===== src/hdl/amt_pkg.sv =====
`default_nettype none
// ----------------------------------------------------------------------------
// amt_pkg
// Shared types and constants of the adaptive mean threshold block.
// ----------------------------------------------------------------------------
package amt_pkg;

    // input item kinds
    localparam logic CMD_PIXEL = 1'b0;
    localparam logic CMD_FLUSH = 1'b1;

    // configuration register indexes
    localparam logic [1:0] REG_IMAGE_WIDTH  = 2'd0;
    localparam logic [1:0] REG_IMAGE_HEIGHT = 2'd1;
    localparam logic [1:0] REG_BLOCK_SIZE   = 2'd2;
    localparam logic [1:0] REG_OFFSET       = 2'd3;

    localparam int CFG_IDX_W  = 2;
    localparam int CFG_DATA_W = 11;

    // register reset values
    localparam logic [10:0] RST_IMAGE_WIDTH  = 11'd640;
    localparam logic [10:0] RST_IMAGE_HEIGHT = 11'd480;
    localparam logic [4:0]  RST_BLOCK_SIZE   = 5'd21;
    localparam logic [8:0]  RST_OFFSET       = 9'd10;

    localparam logic [7:0] PIX_BLACK = 8'h00;
    localparam logic [7:0] PIX_WHITE = 8'hFF;

    typedef enum logic [2:0] {
        ST_IDLE,
        ST_LATCH,
        ST_CALC,
        ST_DECIDE,
        ST_READ,
        ST_CENTER,
        ST_MUL,
        ST_RESULT
    } amt_state_t;

endpackage
`default_nettype wire


===== src/hdl/amt_frame_cfg.sv =====
`default_nettype none
// ----------------------------------------------------------------------------
// amt_frame_cfg
// Configuration registers, per-frame latch with range clamping, and the
// derived frame figures (pixel total, output lag, window divisor).
// ----------------------------------------------------------------------------
module amt_frame_cfg #(
    parameter int MAX_WIDTH  = 1024,
    parameter int MAX_HEIGHT = 1024,
    parameter int MAX_BLOCK  = 31
) (
    input  wire logic                                   aclk,
    input  wire logic                                   aresetn,
    input  wire logic                                   cfg_wr_en,
    input  wire logic [amt_pkg::CFG_IDX_W-1:0]          cfg_index,
    input  wire logic [amt_pkg::CFG_DATA_W-1:0]         cfg_data,
    input  wire logic                                   latch,
    output logic [$clog2(MAX_WIDTH+1)-1:0]              frm_w,
    output logic [$clog2(MAX_HEIGHT+1)-1:0]             frm_h,
    output logic [$clog2(MAX_BLOCK+1)-1:0]              frm_half,
    output logic signed [8:0]                           frm_off,
    output logic [$clog2(MAX_WIDTH*MAX_HEIGHT+1)-1:0]   frm_total,
    output logic [$clog2(MAX_WIDTH+1)+$clog2(MAX_BLOCK+1)-1:0] frm_delay,
    output logic [2*$clog2(MAX_BLOCK+1)-1:0]            frm_div
);

    localparam int WW   = $clog2(MAX_WIDTH+1);
    localparam int HW   = $clog2(MAX_HEIGHT+1);
    localparam int BW   = $clog2(MAX_BLOCK+1);
    localparam int CNTW = $clog2(MAX_WIDTH*MAX_HEIGHT+1);

    logic [10:0] width_reg;
    logic [10:0] height_reg;
    logic [4:0]  block_reg;
    logic [8:0]  offset_reg;

    logic [WW-1:0] w_sat;
    logic [HW-1:0] h_sat;
    logic [BW-1:0] b_sat;
    logic [BW-1:0] frm_b_reg;
    logic          calc_reg;

    logic [WW+HW-1:0] area;
    logic [WW+BW-1:0] lag;

    always_ff @(posedge aclk) begin
        if (!aresetn) begin
            width_reg  <= amt_pkg::RST_IMAGE_WIDTH;
            height_reg <= amt_pkg::RST_IMAGE_HEIGHT;
            block_reg  <= amt_pkg::RST_BLOCK_SIZE;
            offset_reg <= amt_pkg::RST_OFFSET;
        end else if (cfg_wr_en) begin
            case (cfg_index)
                amt_pkg::REG_IMAGE_WIDTH:  width_reg  <= cfg_data;
                amt_pkg::REG_IMAGE_HEIGHT: height_reg <= cfg_data;
                amt_pkg::REG_BLOCK_SIZE:   block_reg  <= cfg_data[4:0];
                amt_pkg::REG_OFFSET:       offset_reg <= cfg_data[8:0];
                default: ;
            endcase
        end
    end

    always_comb begin
        if (width_reg == 11'd0) begin
            w_sat = WW'(1);
        end else if (32'(width_reg) > MAX_WIDTH) begin
            w_sat = WW'(MAX_WIDTH);
        end else begin
            w_sat = WW'(width_reg);
        end
        if (height_reg == 11'd0) begin
            h_sat = HW'(1);
        end else if (32'(height_reg) > MAX_HEIGHT) begin
            h_sat = HW'(MAX_HEIGHT);
        end else begin
            h_sat = HW'(height_reg);
        end
        if (block_reg == 5'd0) begin
            b_sat = BW'(1);
        end else if (32'(block_reg) > MAX_BLOCK) begin
            b_sat = BW'(MAX_BLOCK);
        end else begin
            b_sat = BW'(block_reg);
        end
    end

    assign area = (WW+HW)'(frm_w) * (WW+HW)'(frm_h);
    assign lag  = (WW+BW)'(frm_half) * (WW+BW)'(frm_w) + (WW+BW)'(frm_half);

    always_ff @(posedge aclk) begin
        if (latch) begin
            frm_w     <= w_sat;
            frm_h     <= h_sat;
            frm_b_reg <= b_sat;
            frm_half  <= b_sat >> 1;
            frm_off   <= $signed(offset_reg);
        end
        if (calc_reg) begin
            frm_delay <= lag;
            frm_div   <= (2*BW)'(frm_b_reg) * (2*BW)'(frm_b_reg);
        end
    end

    // derived figures follow in the cycle after the latch (calc_reg)
    always_ff @(posedge aclk) begin
        if (!aresetn) begin
            calc_reg  <= 1'b0;
            frm_total <= CNTW'(1);
        end else begin
            calc_reg <= latch;
            if (calc_reg) begin
                frm_total <= CNTW'(area);
            end
        end
    end

endmodule
`default_nettype wire


===== config.mk =====
export PLATFORM = sky130hd
export DESIGN_NAME = amt_frame_cfg
export DESIGN_NICKNAME = d
export VERILOG_FILES = /design/src/hdl/amt_pkg.sv /design/src/hdl/amt_frame_cfg.sv
export SDC_FILE = /design/constraint.sdc
export NUM_CORES = 1
export LEC_CHECK = 0
export BUFFER_PORTS_ARGS = -buffer_cell sky130_fd_sc_hd__buf_2
export CAP_MARGIN = 20
export CORE_ASPECT_RATIO = 1.75
export CORE_UTILIZATION = 66
export DETAILED_ROUTE_END_ITERATION = 7
export PLACE_DENSITY = 0.88
export SYNTH_ARGS = -nofsm -noshare
export SYNTH_HDL_FRONTEND = slang
export SYNTH_SLANG_ARGS = --single-unit

===== constraint.sdc =====
create_clock -name aclk -period 12.2 [get_ports aclk]
set_input_delay 2.44 -clock aclk [delete_from_list [all_inputs] [get_ports aclk]]
set_output_delay 2.44 -clock aclk [all_outputs]
set_load 0.1 [all_outputs]

==> reports/summary.txt, run 1 <==
Outcome -> finished clean
Fin nets -> 1,322
Reg2Reg Setup Slack -> 6.76 ns
Wire per inst -> 18.0 um
Class of the worst hold path -> flop to flop
Setup TNS -> 0 ns
Sequential-to-total area share from yosys stat -> 0.298
Worst path bufs/invs -> 3
Synth Area in XOR/XNOR -> 0.0314
CTS tree -> yes
Chip width -> 95.3 um
Total wire length -> 23,400 um
RePlAce Congestion -> 0.888
Flop pwr share -> 0.239
Fmax -> 184 MHz
Pwr per Cell Area -> 189 mW/mm^2
Vias -> 7,648
Setup Viol. Count Final -> 0
Setup bufs post-CTS -> 0
Max VDD drop -> 0.222 mV
Ys Warns -> 0
Design Area, Final -> 0.0111 mm^2
CP most frequent cell -> fa_1
Io pins -> 100
Area of the multi-input gates -> 0.00630 mm^2
CTS H-Tree Depth -> 4
Post-CTS Hold Buffers -> 0
Post-synthesis cell area -> 0.0101 mm^2
Most instantiated library cell after synthesis -> nand2_1
Slew @ Worst Pin -> 0.930 ns
Row cnt -> 59
Unique masters post-synth -> 54
Worst setup EP type -> flop
Largest regs -> frm_total: 21 flops, frm_delay: 16 flops
Relative slew slack -> 0.380
Compound-Gate Fraction of Synth Area -> 0.0749
Top_reg_cell synth -> edfxtp_1
Worst R2R Start -> frm_w[8]$_SDFFCE_PP0P_
Total congestion overflow -> 0
Fillcell total -> 1,012
Crit start category -> flop
Vias per cell -> 5.89
Endpoint, Worst Hold -> frm_off[0]$_DFFE_PP_
Setup WS post-layout -> 6.76 ns
First-pass GRT wire length -> 38,400 um
Unrepaired setup endpoints after global routing -> false
Routed Antenna Nets -> 0
Worst Path Max Fanout -> 16
Delay-heaviest family, CP -> adder cells
Post-synthesis simple-gate area fraction -> 0.177
CTS resizes -> 0
N_diodes -> 0
Comb pwr share -> 0.521
Final hold violations -> 0
CTS Buf Count -> 17
Number of synthesized flops with an enable pin -> 61
Largest family of logic cells by synthesized area -> adder cells
Sw frac -> 0.473
Hold Crit Depth -> 0
Clock-pin transition on the worst setup and hold timing paths -> 0.07 ns
Max stage delay on crit path -> 0.76 ns
Final cycle utilization of the critical path -> 0.446
GRT Util Overall -> 0.325
Layout cells sized above 1 -> 0.125
Synth area leaders -> fa_1 (21%), edfxtp_1 (18%), ha_1 (12%)
CTS max path bufs -> 2
Top-area cell type share of the netlist area -> 0.205
Initial DRC count -> 466
Seq cells post-synth -> 119
Critical-path top delay cell -> edfxtp_1
# DRC -> 0
Initial antenna violation count -> 0
Leading area contributor after synthesis -> fa_1
Min cycle time layout -> 5.44 ns
Worst clock skew -> 0.0138 ns
Length of the first detailed-routing pass in iterations -> 5
WP data required -> 12.51 ns
Synth-to-layout area growth -> 10.7%
LEAKAGE -> 5.39 nW
Buffers on Ports -> 97
Most flops, register -> frm_total
Initial core utilization -> 0.674
Largest register FFs -> 21
Die area -> 0.0158 mm^2
Largest net degree at the start of global routing -> 65
Critical path cell sequence -> nand2_1, fa_1, inv_1, fa_1, fa_1, fa_1, inv_1, fa_1, inv_1, ha_1, a211oi_1, nor2_1, o211a_1, a211oi_1, o31ai_1, xnor2_1, o21ai_1
Detail Placement HPWL -> 16,800 um
Clk sink count -> 119
CTS root buf -> clkbuf_16
Cell area after placement -> 0.0105 mm^2
Max cap viols -> 0
Die Ht -> 165 um
Core area -> 0.0149 mm^2
Vias in the first global route -> 8,018
Critical Path AT -> 5.75 ns
Crit path depth -> 17
Skew-Pair Late Insertion Delay -> 0.43 ns
Post-Syn Instances -> 1,044
Register area -> 0.00299 mm^2
Syn_area_per_cell -> 9.63 um^2
Layout Utilization -> 0.747
Setup Crit Path Kind -> flop to flop
Mux share of post-synthesis cell area -> 0.0149
Hold Startpoint -> offset_reg[0]$_SDFFE_PN0P_
Clk network pwr share -> 0.240
Internal -> 1.11 mW
Post-synth ARST share -> 0
Post-Synth Adder-Cell Area -> 0.328
Synth cell count leaders -> nand2_1 (167), inv_1 (137), fa_1 (103)
Reg-to-Reg End -> frm_total[18]$_SDFFE_PN0P_
Switching pwr -> 0.995 mW
Final Max Slew Viols -> 0
Placement Setup Slack -> 6.87 ns
R2R cell count -> 17
==> worst max path at each step <==
stage | start | slack [ns] | to
detailed placement | frm_w[0]$_SDFFCE_PP1P_ | 6.87 | frm_total[20]$_SDFFE_PN0P_
global placement | frm_w[0]$_SDFFCE_PP1P_ | 6.96 | frm_total[20]$_SDFFE_PN0P_
CTS | frm_w[0]$_SDFFCE_PP1P_ | 6.86 | frm_total[17]$_SDFFE_PN0P_
floorplan | frm_w[8]$_SDFFCE_PP0P_ | 6.72 | frm_total[18]$_SDFFE_PN0P_
global route | frm_w[0]$_SDFFCE_PP1P_ | 6.55 | frm_total[17]$_SDFFE_PN0P_
finish | frm_w[8]$_SDFFCE_PP0P_ | 6.76 | frm_total[18]$_SDFFE_PN0P_
==> power by group through the flow <==
stage / Sequential (mW) / Combinational, mW / Clock, mW
6_report: 0.503 / 1.10 / 0.505
5_1_grt: 0.507 / 1.20 / 0.525
3_3_place_gp: 0.508 / 1.03 / 0
3_5_place_dp: 0.509 / 1.06 / 0
4_1_cts: 0.501 / 1.09 / 0.508
2_1_floorplan: 0.716 / 0.641 / 0
==> cell type report <==
cell class,instances,share of cell area
clock buffer,17,0.0382
clock inverter,15,0.0154
inverter,137,0.0462
multi-input combinational,729,0.566
sequential,119,0.269
tap,183,0.0206
timing repair buffer,99,0.0447
==> layout by cell type (no fill, tap or decap), types with 2 or more instances in the layout <==
master     instances
nand2_1          167
inv_1            137
fa_1             103
ha_1              99
buf_2             98
and2_1            94
edfxtp_1          61
dfxtp_1           57
nor2b_1           35
a21oi_1           33
xnor2_1           23
a21boi_0          21
nor2_1            20
nand3_1           20
clkbuf_16         17
mux2i_1           15
xor2_1            13
a21o_1            11
o21ai_1            9
inv_8              7
o21ai_0            6
o21bai_1           5
a31oi_1            5
nor4_1             4
o211ai_1           4
inv_6              4
a211oi_1           3
nand4_1            3
clkinv_8           3
or2_2              2
o41ai_1            2
a21oi_2            2
and3_1             2
nand3b_1           2
nand2b_1           2
o211a_1            2
a21boi_1           2
conb_1             2
==> cell families (layout without fill, tap and decap cells) <==
logic type      after synthesis  in the layout
compound gates              114            114
simple gates                360            360
other cells                   1              2
buf+inv                     197            268
flops                       119            119
xor+xnor                     36             36
mux                          15             15
fa+ha+maj                   202            202
==> routing by layer <==
layer  part of all wire  GRT usage  vias up
met2               0.53      0.581      409
met3              0.070     0.0641      117
met1               0.34      0.342     3665
met4              0.060      0.200        0
li1                   -          -     3457
met5                  0          0        -
==> per-stage QoR <==
step,hold WS [ns],std cells,total power [mW]
CTS,0.437,1299,2.10
global route,0.453,1299,2.24
floorplan,0.408,1045,1.36
global placement,0.414,1266,1.53
detailed placement,0.424,1267,1.57
finish,0.440,1299,2.10
Power figures use the tool's default switching activity.
==> run 2, diff against run 1 <==
--- a/config.mk
+++ b/config.mk
@@ -8,9 +8,9 @@
 export BUFFER_PORTS_ARGS = -buffer_cell sky130_fd_sc_hd__buf_2
 export CAP_MARGIN = 20
 export CORE_ASPECT_RATIO = 1.75
-export CORE_UTILIZATION = 66
+export CORE_UTILIZATION = 55
 export DETAILED_ROUTE_END_ITERATION = 7
-export PLACE_DENSITY = 0.88
+export PLACE_DENSITY = 0.78
 export SYNTH_ARGS = -nofsm -noshare
 export SYNTH_HDL_FRONTEND = slang
 export SYNTH_SLANG_ARGS = --single-unit
==> constraint.sdc (replaced) <==
create_clock -name aclk -period 5 [get_ports aclk]
set_input_delay 1 -clock aclk [delete_from_list [all_inputs] [get_ports aclk]]
set_output_delay 1 -clock aclk [all_outputs]
set_load 0.1 [all_outputs]
==> run 2 against run 1 <==
Clock power grew 140%. Cell count grew 8.7%. Combinational power rose to 2.7 times the previous value. Sequential share of layout area is 1.8 points lower. Hold slack got worse by 0.0087 ns. Global-route usage shrank 6.8 points. First-iteration DRC count is 30% lower. Clock skew decreased by 0.0038 ns. Die area increased by 20%. Fmax increased by 13%. Clock-buffer cell count stayed put.
==> reports/summary.txt, run 2 (same netlist as run 1, synthesis figures left out) <==
Total congestion overflow -> 0
CTS max path bufs -> 2
CP most frequent cell -> fa_1
Cell area after placement -> 0.0110 mm^2
Wire per inst -> 16.5 um
Flop pwr share -> 0.222
Hold Startpoint -> offset_reg[7]$_SDFFE_PN0P_
Initial core utilization -> 0.559
WP data required -> 5.30 ns
LEAKAGE -> 5.71 nW
Total wire length -> 23,200 um
Routed Antenna Nets -> 0
Met1 Track Usage GR -> 0.276
Most flops, register -> frm_total
Fmax -> 207 MHz
Final cycle utilization of the critical path -> 0.964
RePlAce Congestion -> 0.940
Internal -> 2.98 mW
Final Max Slew Viols -> 0
Largest register FFs -> 21
Worst path bufs/invs -> 4
Synth-to-layout area growth -> 18.9%
Crit path depth -> 17
Leading cell type in the layout, fill and taps excluded -> nand2_1
Pwr per Cell Area -> 453 mW/mm^2
Die Ht -> 181 um
Reg2Reg Setup Slack -> 0.18 ns
Delay-heaviest family, CP -> adder cells
Crit start category -> flop
Most frequent cells in the layout -> nand2_1 (157), inv_1 (133), buf_2 (100)
First-pass GRT wire length -> 37,600 um
Switching pwr -> 2.44 mW
Detail Placement HPWL -> 17,300 um
Initial DRC count -> 327
R2R cell count -> 17
Core area -> 0.0180 mm^2
Sw frac -> 0.450
Vias in the first global route -> 7,744
Clock-pin transition on the worst setup and hold timing paths -> 0.06 ns
Skew-Pair Late Insertion Delay -> 0.43 ns
Die area -> 0.0188 mm^2
Slew @ Worst Pin -> 0.981 ns
Worst clock skew -> 0.00992 ns
Design Area, Final -> 0.0120 mm^2
CTS root buf -> clkbuf_16
Grt met3 use -> 0.0455
N_diodes -> 0
Class of the worst hold path -> flop to flop
# DRC -> 0
Initial antenna violation count -> 0
Placement Setup Slack -> 0.0525 ns
Setup TNS -> 0 ns
Layout cells sized above 1 -> 0.216
Clk network pwr share -> 0.221
Final hold violations -> 0
Max cap viols -> 0
Met2 Usage GRT -> 0.468
GRT Util Overall -> 0.256
Row cnt -> 65
Fin nets -> 1,384
Largest net degree at the start of global routing -> 65
Critical-path top delay cell -> edfxtp_1
Min cycle time layout -> 4.82 ns
Vias per cell -> 5.39
Endpoint, Worst Hold -> frm_off[7]$_DFFE_PP_
Setup Viol. Count Final -> 0
Io pins -> 100
CTS H-Tree Depth -> 4
Length of the first detailed-routing pass in iterations -> 7
Buffers on Ports -> 97
Worst Path Max Fanout -> 6
Comb pwr share -> 0.557
Setup Crit Path Kind -> flop to flop
Relative slew slack -> 0.346
Layout Utilization -> 0.665
Worst R2R Start -> frm_h[5]$_SDFFCE_PP0P_
Largest regs -> frm_total: 21 flops, frm_delay: 16 flops
Chip width -> 104 um
Max VDD drop -> 0.550 mV
Critical Path AT -> 5.12 ns
Total power -> 5.42 mW
Vias -> 7,611
CTS tree -> yes
Outcome -> finished clean
Critical path cell sequence -> buf_4, nand2_1, fa_1, fa_1, fa_1, inv_1, fa_1, inv_1, fa_1, inv_2, ha_4, a21oi_2, o21ai_2, a21oi_2, o311ai_2, xnor2_1, a21oi_1
Top Usage Layer GRT -> met2
Reg-to-Reg End -> frm_total[20]$_SDFFE_PN0P_
Worst setup EP type -> flop
Clk sink count -> 119
CTS Buf Count -> 17
Max stage delay on crit path -> 0.56 ns
Hold Crit Depth -> 0
Setup WS post-layout -> 0.180 ns
run 2: changes by cell type in the layout (fill, tap and decap cells not counted), sizes merged:
cell and change:
buf +62, inv -4, clkinvlp +2, bufinv +1, clkinv +1
run 2: per-layer routing:
| metal | vias up | share of wire | routed length, um |
|---|---|---|---|
| met5 | - | 0 | 0 |
| met2 | 278 | 0.53 | 12300 |
| li1 | 3585 | - | - |
| met4 | 0 | 0.060 | 1410 |
| met1 | 3649 | 0.36 | 8450 |
| met3 | 99 | 0.048 | 1110 |
run 2: worst reg2reg max path: stages, from the launching register on:
cell and delay, ns:
edfxtp_1 0.56, buf_4 0.24, nand2_1 0.09, fa_1 0.48, fa_1 0.53, fa_1 0.52, inv_1 0.05, fa_1 0.48
inv_1 0.06, fa_1 0.49, inv_2 0.05, ha_4 0.23, a21oi_2 0.17, o21ai_2 0.08, a21oi_2 0.27, o311ai_2 0.14
xnor2_1 0.17, a21oi_1 0.08
run 2: what timing repair did:
action / in CTS / in global routing
resized for setup: 0 / 10
hold buffers: 0 / 0
setup endpoints to repair: 0 / 10
setup buffers: 0 / 43
run 2: power by group through the flow:
stage | Sequential [mW] | Clock (mW) | Combinational, mW
after floorplan | 1.75 | 0 | 1.92
after global placement | 1.24 | 0 | 2.85
after detailed placement | 1.24 | 0 | 2.90
after CTS | 1.22 | 1.22 | 2.94
after global routing | 1.21 | 1.25 | 3.35
final | 1.20 | 1.20 | 3.02
run 2: layout make-up:
| cell class | count | area [um^2] |
|---|---|---|
| multi-input combinational | 729 | 6600 |
| fill | 1402 | 6020 |
| sequential | 119 | 2990 |
| timing repair buffer | 161 | 983 |
| inverter | 137 | 514 |
| clock buffer | 17 | 425 |
| tap | 234 | 293 |
| clock inverter | 15 | 145 |
run 2: worst max-delay path by stage:
stage	startpoint	to	slack, ns
detailed placement	frm_w[6]$_SDFFCE_PP0P_	frm_total[20]$_SDFFE_PN0P_	0.05
global route	frm_h[10]$_SDFFCE_PP0P_	frm_total[18]$_SDFFE_PN0P_	-0.06
CTS	frm_w[6]$_SDFFCE_PP0P_	frm_total[18]$_SDFFE_PN0P_	0.02
floorplan	frm_w[6]$_SDFFCE_PP0P_	frm_total[18]$_SDFFE_PN0P_	-0.17
global placement	frm_w[6]$_SDFFCE_PP0P_	frm_total[18]$_SDFFE_PN0P_	0.06
finish	frm_h[5]$_SDFFCE_PP0P_	frm_total[20]$_SDFFE_PN0P_	0.18
run 2: through the flow:
stage | hold WS (ns) | std cells
6_report | 0.431 | 1412
3_3_place_gp | 0.411 | 1337
4_1_cts | 0.430 | 1369
5_1_grt | 0.441 | 1412
3_5_place_dp | 0.418 | 1337
2_1_floorplan | 0.408 | 1045
